--- src/rtl/gbf_pkg.sv ---
package gbf_pkg;

  localparam int VW        = 7;             // vertex, time and count width
  localparam int VTX_MAX   = 64;            // highest legal vertex number
  localparam int NUM_VERT  = VTX_MAX + 1;   // vertex 0 is an ordinary vertex
  localparam int MAX_EDGES = 64;
  localparam int EW        = 6;             // edge memory address width

  localparam logic CMD_ADD  = 1'b0;
  localparam logic CMD_FIND = 1'b1;

  // One saved depth-first frame.
  typedef struct packed {
    logic [VW-1:0] v;
    logic [VW-1:0] pos;     // next edge index to scan
    logic [VW-1:0] low;
    logic [VW-1:0] disc;
    logic [VW-1:0] parent;
  } frame_t;

  typedef struct packed {
    logic add;
    logic find_init;
    logic root_next;
    logic root_visit;
    logic edge_read;
    logic scan_step;
    logic disc_read;
    logic push;
    logic disc_update;
    logic pop;
    logic pop_apply;
    logic emit_step;
    logic emit_none;
  } cmd_t;

  typedef struct packed {
    logic root_done;
    logic root_visited;
    logic scan_end;
    logic ev_skip;
    logic ev_visited;
    logic depth_one;
    logic no_bridges;
    logic emit_done;
  } sts_t;

endpackage

--- src/rtl/gbf_ctrl.sv ---
module gbf_ctrl (
  input  logic          clk,
  input  logic          rst,
  input  logic          start,
  input  logic          command,
  input  gbf_pkg::sts_t sts,
  output gbf_pkg::cmd_t cmd,
  output logic          busy
);
  import gbf_pkg::*;

  localparam logic [3:0] S_IDLE      = 4'd0;
  localparam logic [3:0] S_ROOT      = 4'd1;
  localparam logic [3:0] S_SCAN_RD   = 4'd2;
  localparam logic [3:0] S_SCAN_EV   = 4'd3;
  localparam logic [3:0] S_DISC_EV   = 4'd4;
  localparam logic [3:0] S_POP       = 4'd5;
  localparam logic [3:0] S_POP_EV    = 4'd6;
  localparam logic [3:0] S_EMIT      = 4'd7;
  localparam logic [3:0] S_EMIT_NONE = 4'd8;

  logic [3:0] state;
  logic [3:0] state_next;

  always_ff @(posedge clk) begin
    if (rst) begin
      state <= S_IDLE;
    end else begin
      state <= state_next;
    end
  end

  assign busy = (state != S_IDLE);

  always_comb begin
    state_next = state;
    cmd        = '0;
    case (state)
      S_IDLE: begin
        if (start) begin
          if (command == CMD_FIND) begin
            cmd.find_init = 1'b1;
            state_next    = S_ROOT;
          end else begin
            cmd.add = 1'b1;
          end
        end
      end
      S_ROOT: begin
        if (sts.root_done) begin
          state_next = sts.no_bridges ? S_EMIT_NONE : S_EMIT;
        end else if (sts.root_visited) begin
          cmd.root_next = 1'b1;
        end else begin
          cmd.root_visit = 1'b1;
          state_next     = S_SCAN_RD;
        end
      end
      S_SCAN_RD: begin
        if (sts.scan_end) begin
          state_next = S_POP;
        end else begin
          cmd.edge_read = 1'b1;
          state_next    = S_SCAN_EV;
        end
      end
      S_SCAN_EV: begin
        if (sts.ev_skip) begin
          cmd.scan_step = 1'b1;
          state_next    = S_SCAN_RD;
        end else if (sts.ev_visited) begin
          cmd.scan_step = 1'b1;
          cmd.disc_read = 1'b1;
          state_next    = S_DISC_EV;
        end else begin
          cmd.push   = 1'b1;
          state_next = S_SCAN_RD;
        end
      end
      S_DISC_EV: begin
        cmd.disc_update = 1'b1;
        state_next      = S_SCAN_RD;
      end
      S_POP: begin
        cmd.pop    = 1'b1;
        state_next = sts.depth_one ? S_ROOT : S_POP_EV;
      end
      S_POP_EV: begin
        cmd.pop_apply = 1'b1;
        state_next    = S_SCAN_RD;
      end
      S_EMIT: begin
        cmd.emit_step = 1'b1;
        if (sts.emit_done) begin
          state_next = S_IDLE;
        end
      end
      S_EMIT_NONE: begin
        cmd.emit_none = 1'b1;
        state_next    = S_IDLE;
      end
      default: begin
        state_next = S_IDLE;
      end
    endcase
  end

endmodule

--- src/rtl/gbf_datapath.sv ---
module gbf_datapath (
  input  logic          clk,
  input  logic          rst,
  input  gbf_pkg::cmd_t cmd,
  output gbf_pkg::sts_t sts,
  input  logic [6:0]    from_vertex,
  input  logic [6:0]    to_vertex,
  output logic          strobe,
  output logic [6:0]    bridge_count,
  output logic [6:0]    edge_number,
  output logic          last,
  output logic          overflow
);
  import gbf_pkg::*;

  // memories
  logic [VW-1:0] edge_a_mem [MAX_EDGES];
  logic [VW-1:0] edge_b_mem [MAX_EDGES];
  logic [VW-1:0] disc_mem   [NUM_VERT];
  frame_t        stack_mem  [NUM_VERT];

  logic [VW-1:0]       edge_total;
  logic                dropped;
  logic [NUM_VERT-1:0] visited;
  logic [MAX_EDGES-1:0] mark;
  logic [VW-1:0]       count;
  logic [VW-1:0]       clk_cnt;
  logic [VW-1:0]       root_v;
  logic [VW-1:0]       depth;
  frame_t              cur;
  logic [VW-1:0]       child_low;
  logic [VW-1:0]       edge_a_q;
  logic [VW-1:0]       edge_b_q;
  logic [VW-1:0]       disc_q;
  frame_t              stack_q;
  logic [EW-1:0]       emit_e;
  logic [VW-1:0]       emit_n;

  logic          match_a;
  logic          match_b;
  logic [VW-1:0] w;
  logic          w_ok;
  logic          w_vis;
  logic          add_ok;
  logic          do_visit;
  logic [VW-1:0] vis_v;
  logic [VW-1:0] vis_parent;
  logic [VW-1:0] pos_inc;
  logic [VW-1:0] emit_n_inc;
  logic [VW-1:0] te_pos;
  logic [VW-1:0] low_min;

  assign match_a    = (edge_a_q == cur.v);
  assign match_b    = (edge_b_q == cur.v);
  assign w          = match_a ? edge_b_q : edge_a_q;
  assign w_ok       = (w <= VW'(VTX_MAX));
  assign w_vis      = w_ok ? visited[w] : 1'b0;
  assign add_ok     = (from_vertex <= VW'(VTX_MAX)) && (to_vertex <= VW'(VTX_MAX));
  assign do_visit   = cmd.root_visit | cmd.push;
  assign vis_v      = cmd.root_visit ? root_v : w;
  assign vis_parent = cmd.root_visit ? root_v : cur.v;
  assign pos_inc    = cur.pos + 1'b1;
  assign emit_n_inc = emit_n + 1'b1;
  // tree edge of the popped child sits one below the saved scan position
  assign te_pos     = stack_q.pos - 1'b1;
  assign low_min    = (child_low < stack_q.low) ? child_low : stack_q.low;

  always_comb begin
    sts.root_done    = (root_v == VW'(NUM_VERT));
    sts.root_visited = sts.root_done ? 1'b1 : visited[root_v];
    sts.scan_end     = (cur.pos >= edge_total);
    // not incident, out of range, or the edge back to the parent
    sts.ev_skip      = !(match_a || match_b) || !w_ok ||
                       ((w == cur.parent) && (cur.v != root_v));
    sts.ev_visited   = w_vis;
    sts.depth_one    = (depth == VW'(1));
    sts.no_bridges   = (count == '0);
    sts.emit_done    = mark[emit_e] && (emit_n_inc == count);
  end

  // memories: one write port, registered read
  always_ff @(posedge clk) begin
    if (cmd.add && add_ok && (edge_total < VW'(MAX_EDGES))) begin
      edge_a_mem[edge_total[EW-1:0]] <= from_vertex;
      edge_b_mem[edge_total[EW-1:0]] <= to_vertex;
    end
    if (cmd.edge_read) begin
      edge_a_q <= edge_a_mem[cur.pos[EW-1:0]];
      edge_b_q <= edge_b_mem[cur.pos[EW-1:0]];
    end
  end

  always_ff @(posedge clk) begin
    if (do_visit) begin
      disc_mem[vis_v] <= clk_cnt;
    end
    if (cmd.disc_read) begin
      disc_q <= disc_mem[w];
    end
  end

  always_ff @(posedge clk) begin
    if (cmd.push) begin
      stack_mem[depth - 1'b1] <= '{v: cur.v, pos: pos_inc, low: cur.low,
                                   disc: cur.disc, parent: cur.parent};
    end
    if (cmd.pop && !sts.depth_one) begin
      stack_q <= stack_mem[depth - VW'(2)];
    end
  end

  // control state
  always_ff @(posedge clk) begin
    if (rst) begin
      edge_total <= '0;
      dropped    <= 1'b0;
      visited    <= '0;
      mark       <= '0;
      count      <= '0;
      depth      <= '0;
      strobe     <= 1'b0;
    end else begin
      strobe <= (cmd.emit_step && mark[emit_e]) || cmd.emit_none;
      if (cmd.add && add_ok) begin
        if (edge_total >= VW'(MAX_EDGES)) begin
          dropped <= 1'b1;
        end else begin
          edge_total <= edge_total + 1'b1;
        end
      end
      if (cmd.find_init) begin
        visited <= '0;
        mark    <= '0;
        count   <= '0;
      end
      if (do_visit) begin
        visited[vis_v] <= 1'b1;
      end
      if (cmd.root_visit) begin
        depth <= VW'(1);
      end else if (cmd.push) begin
        depth <= depth + 1'b1;
      end else if (cmd.pop) begin
        depth <= depth - 1'b1;
      end
      if (cmd.pop_apply && (child_low > stack_q.disc)) begin
        mark[te_pos[EW-1:0]] <= 1'b1;
        count <= count + 1'b1;
      end
    end
  end

  // walk payload
  always_ff @(posedge clk) begin
    if (cmd.find_init) begin
      clk_cnt <= '0;
      root_v  <= '0;
      emit_e  <= '0;
      emit_n  <= '0;
    end
    if (cmd.root_next) begin
      root_v <= root_v + 1'b1;
    end
    if (do_visit) begin
      cur     <= '{v: vis_v, pos: '0, low: clk_cnt, disc: clk_cnt, parent: vis_parent};
      clk_cnt <= clk_cnt + 1'b1;
    end
    if (cmd.scan_step) begin
      cur.pos <= pos_inc;
    end
    if (cmd.disc_update && (disc_q < cur.low)) begin
      cur.low <= disc_q;
    end
    if (cmd.pop) begin
      child_low <= cur.low;
    end
    if (cmd.pop_apply) begin
      cur <= '{v: stack_q.v, pos: stack_q.pos, low: low_min,
               disc: stack_q.disc, parent: stack_q.parent};
    end
    if (cmd.emit_step) begin
      emit_e <= emit_e + 1'b1;
      if (mark[emit_e]) begin
        emit_n <= emit_n_inc;
      end
    end
  end

  // result register
  always_ff @(posedge clk) begin
    if (cmd.emit_step) begin
      bridge_count <= count;
      edge_number  <= VW'(emit_e) + 1'b1;
      last         <= (emit_n_inc == count);
      overflow     <= dropped;
    end else if (cmd.emit_none) begin
      bridge_count <= '0;
      edge_number  <= '0;
      last         <= 1'b1;
      overflow     <= dropped;
    end
  end

endmodule

--- src/rtl/graph_bridge_finder.sv ---
// Channel  Ports                                      Transaction
// -------  -----------------------------------------  ---------------------------------
// input    start, busy, command, from_vertex,          accepted when start & !busy
//          to_vertex
// result   strobe, bridge_count, edge_number, last,    one per strobe cycle, no stall
//          overflow
//
// An add transaction leaves busy low, so adds may come every cycle.
// A find walks the stored edge list, each vertex scanning the whole list: each edge
// scanned is read then evaluated, a back-edge adds a discovery-time lookup, each
// root vertex is tried in turn, and a vertex retires by end of scan, pop and parent
// reload (no reload for a root), then one mark bit per cycle up to the last bridge
// (a single no-bridge result when there are none). Results are registered from each
// emit step, the last in the same cycle that busy drops. Run time is set by the scan.
// Reset is synchronous: edges, overflow flag and marks clear. The receiver cannot
// stall; each result is on the ports for exactly one cycle.
module graph_bridge_finder (
  input  logic       clk,
  input  logic       rst,
  input  logic       start,
  input  logic       command,
  input  logic [6:0] from_vertex,
  input  logic [6:0] to_vertex,
  output logic       busy,
  output logic       strobe,
  output logic [6:0] bridge_count,
  output logic [6:0] edge_number,
  output logic       last,
  output logic       overflow
);
  import gbf_pkg::*;

  cmd_t cmd;   // controller -> datapath
  sts_t sts;   // datapath -> controller

  // sequencer: walk steps, pops, emission
  gbf_ctrl u_ctrl (
    .clk     (clk),
    .rst     (rst),
    .start   (start),
    .command (command),
    .sts     (sts),
    .cmd     (cmd),
    .busy    (busy)
  );

  // edge store, walk stack, discovery times, bridge marks, result register
  gbf_datapath u_dp (
    .clk          (clk),
    .rst          (rst),
    .cmd          (cmd),
    .sts          (sts),
    .from_vertex  (from_vertex),
    .to_vertex    (to_vertex),
    .strobe       (strobe),
    .bridge_count (bridge_count),
    .edge_number  (edge_number),
    .last         (last),
    .overflow     (overflow)
  );

endmodule

--- config.mk ---
export PLATFORM = sky130hd
export DESIGN_NAME = graph_bridge_finder
export DESIGN_NICKNAME = d
export VERILOG_FILES = /design/src/rtl/gbf_pkg.sv /design/src/rtl/gbf_ctrl.sv /design/src/rtl/gbf_datapath.sv /design/src/rtl/graph_bridge_finder.sv
export SDC_FILE = /design/constraint.sdc
export NUM_CORES = 2
export LEC_CHECK = 0
export BUFFER_PORTS_ARGS = -buffer_cell sky130_fd_sc_hd__buf_2
export CORE_MARGIN = 1
export CORE_UTILIZATION = 35
export CTS_BUF_LIST = sky130_fd_sc_hd__clkbuf_8 sky130_fd_sc_hd__clkbuf_16
export CTS_CLUSTER_SIZE = 28
export DETAILED_ROUTE_END_ITERATION = 10
export GPL_ROUTABILITY_DRIVEN = 0
export PLACE_DENSITY_LB_ADDON = 0.1
export SLEW_MARGIN = 15
export SYNTH_ARGS = -nofsm -noshare
export SYNTH_HDL_FRONTEND = slang
export SYNTH_SLANG_ARGS = --single-unit
--- constraint.sdc ---
create_clock -name clk -period 13.2 [get_ports clk]
set_input_delay 1.32 -clock clk [delete_from_list [all_inputs] [get_ports clk]]
set_output_delay 1.32 -clock clk [all_outputs]
set_load 0.03 [all_outputs]
==> summary.txt <==
Outcome
  • Status: finished, final reports clean

Clocking
  • Clock sinks: 3923
  • Setup Buffers After CTS: 0
  • CTS Buf Count: 422
  • Clock buffer depth: 4
  • Clock transition at path regs: 0.07 ns
  • Worst-Skew Late Latency: 0.98 ns
  • Root buffer cell: clkbuf_16
  • CTS resizes: 0
  • Htree depth: 5
  • CTS tree: built
  • CTS Hold Bufs: 0

Timing
  • Max transition margin: 0.201
  • Final WS setup: 6.47 ns
  • Fin crit share: 0.510
  • RSZ-0062 raised after global routing: no
  • Final hold viol count: 0
  • Clk_skew: 0.0909 ns
  • Setup TNS Final: 0 ns
  • Max-slew violation count: 0
  • Fmax achieved: 149 MHz
  • Final setup vio count: 0
  • Worst Max-Slew Pin Slew: 1.20 ns
  • Fin crit period: 6.73 ns
  • Hold Slack: 0.461 ns

GRT
  • Initial antenna violation count: 31
  • First-pass GRT wire length: 625000 µm
  • Largest net degree at the start of global routing: 106
  • Vias in the first global route: 78500
  • Total track usage: 0.198
  • Global route total overflow: 0

Final layout
  • Commonest non-fill, non-tap cells in the layout: 3760 x edfxtp_1, 1056 x mux4_2, 460 x nand2_1, 427 x clkbuf_16, 289 x nor2_1
  • Ratio of cells with drive above 1 in the final layout: 0.260
  • Final instance area: 0.177 mm²
  • Layout filler cell count: 39100
  • Area delta synth->final: 14.3%
  • Commonest non-fill, non-tap cell in the layout: edfxtp_1
  • # nets final: 7989

Logic synthesis
  • Cell taking the most area after synthesis: edfxtp_1
  • Seq/Total Area, Yosys: 0.751
  • Unique masters post-synth: 85
  • Post-synth net total: 7687
  • Post-synth top area share: 0.730
  • Syn. warnings: 0
  • Top FF cell, synth: edfxtp_1
  • Synth top area cells: edfxtp_1 73%, mux4_2 15%, dfxtp_1 2.1%
  • Mean post-synth cell area: 20.3 µm²
  • Cell Area, Synth: 0.155 mm²
  • Cells after Synth: 7626
  • EDFF count, synth: 3760
  • Yosys reg bits: 3923
  • Asr flop ratio synth: 0

Min path
  • Worst hold path type: reg2reg
  • Hold Path Sink: u_dp.stack_q[10]
  • Worst hold path depth: 2
  • Min-Delay Startpoint: u_dp.stack_mem[64][10]

Power and ir drop
  • Leak: 54.7 nW
  • Total Power: 29.3 mW
  • Worst IR Drop VDD: 0.104 mV
  • Pwr/cell area: 166 mW/mm²

Floorplanning
  • DIE AREA: 0.445 mm²
  • Io pins: 36
  • Die Wd: 667 µm
  • Core ar.: 0.439 mm²
  • Row count: 243
  • Initial core utilization: 0.353
  • Die H: 667 µm

Drt
  • DR iter-0 viols: 8070
  • DR pass1 iterations: 6
  • DR DRC count: 0
  • Routed WL: 446000 µm
  • Routed Antenna Nets: 0
  • Avg Vias per Cell: 5.45
  • Routed len/inst: 31.5 µm
  • Vias: 77200

Critical path
  • CP Class: reg2reg
  • R2R cell count: 13
  • Worst-path fanout max: 78
  • Arrival time at the worst endpoint: 7.31 ns
  • Crit end category: flip-flop
  • Req. time, crit path: 13.78 ns
  • Reg2reg start: u_dp.cur[28]
  • Worst r2r dst: u_dp.stack_mem[64][15]
  • Worst reg-to-reg setup slack: 6.47 ns
  • Setup crit start kind: flip-flop

Flow run
  • Maxcap violations: 0

Placed design
  • IO buf count: 35
  • Place WS: 6.37 ns
  • Post-DP Area: 0.164 mm²
  • HPWL Detailed: 261000 µm
stage by stage:
step,util,cells
2_1_floorplan,-,7626
3_3_place_gp,0.372,13400
3_5_place_dp,0.373,13400
4_1_cts,0.403,14100
5_1_grt,0.403,14200
6_report,0.403,14200
registers in the layout, summed over array words and instances (netlist names), 35 cells and up:
signal,cells
u_dp.cur,35
u_dp.edge_a_mem,448
u_dp.stack_q,35
u_dp.disc_mem,455
u_dp.stack_mem,2275
u_dp.mark,64
u_dp.visited,65
u_dp.edge_b_mem,448
routing by layer:
metal  global-route usage  routed length [µm]
met1                0.284              198000
met4               0.0465               10900
met5                    0                  25
met3               0.0270               24500
met2                0.320              213000
power by group:
group / internal (mW) / switching [mW]
sequential: 14.2 / 0.0963
combinational: 1.22 / 2.42
clock: 6.51 / 4.89
worst max-delay path, stage by stage, from the launching register on:
cell and delay (ns):
edfxtp_1 0.32, buf_4 0.70, xnor2_1 0.23, and4_1 0.71, nand3_4 0.19, nand2_4 0.40, buf_4 0.78, nand4_1 0.28
a41oi_2 0.30, nand4b_4 0.24, nand3_4 0.16, or3_1 0.71, nor3_4 0.78, buf_4 0.46
cells in the mapped netlist (all sizes together) (33+ instances only):
cell type and count:
nand4 33, a311oi 60, mux4 1056, nand3 76, edfxtp 3760, a21oi 104, dfxtp 163, nor2 378
nor3 75, clkbuf 286, nand2 463, a22oi 68, and3 103, a211oi 68, o21ai 163, xnor2 53
inv 52, mux2 42, buf 165, ha 43, mux2i 115, a31oi 45
kinds of logic after synthesis:
| family | Yosys count | share of synthesized area |
|---|---|---|
| flops | 3923 | 0.751 |
| xor+xnor | 83 | 0.00470 |
| compound gates | 625 | 0.0276 |
| mux | 1213 | 0.164 |
| simple gates | 1234 | 0.0362 |
| buf+inv | 505 | 0.0133 |
| fa+ha+maj | 43 | 0.00348 |
worst max-delay path by stage:
stage | from | to | slack [ns] | depth (start not counted)
floorplan | u_dp.cur[30] | u_dp.stack_mem[22][0] | 7.57 | 13
global placement | u_dp.cur[28] | u_dp.stack_mem[8][11] | 6.24 | 12
detailed placement | u_dp.cur[28] | u_dp.stack_mem[64][3] | 6.37 | 12
CTS | u_dp.cur[28] | u_dp.stack_mem[64][10] | 6.27 | 12
global route | u_dp.cur[28] | u_dp.stack_mem[64][10] | 6.14 | 13
finish | u_dp.cur[28] | u_dp.stack_mem[64][15] | 6.47 | 13
layout make-up:
type | instances | area [µm²] | area share
inverters | 54 | 203 | 0.00115
clock buffers | 437 | 10800 | 0.0612
multi-input cells | 3198 | 37300 | 0.211
clock inverters | 330 | 2460 | 0.0139
diodes | 12 | 30.0 | 0.000170
well taps | 5880 | 7360 | 0.0416
repair buffers | 329 | 2550 | 0.0144
flip-flops and latches | 3923 | 116000 | 0.657
No activity file was read; power rests on OpenSTA's default activity.
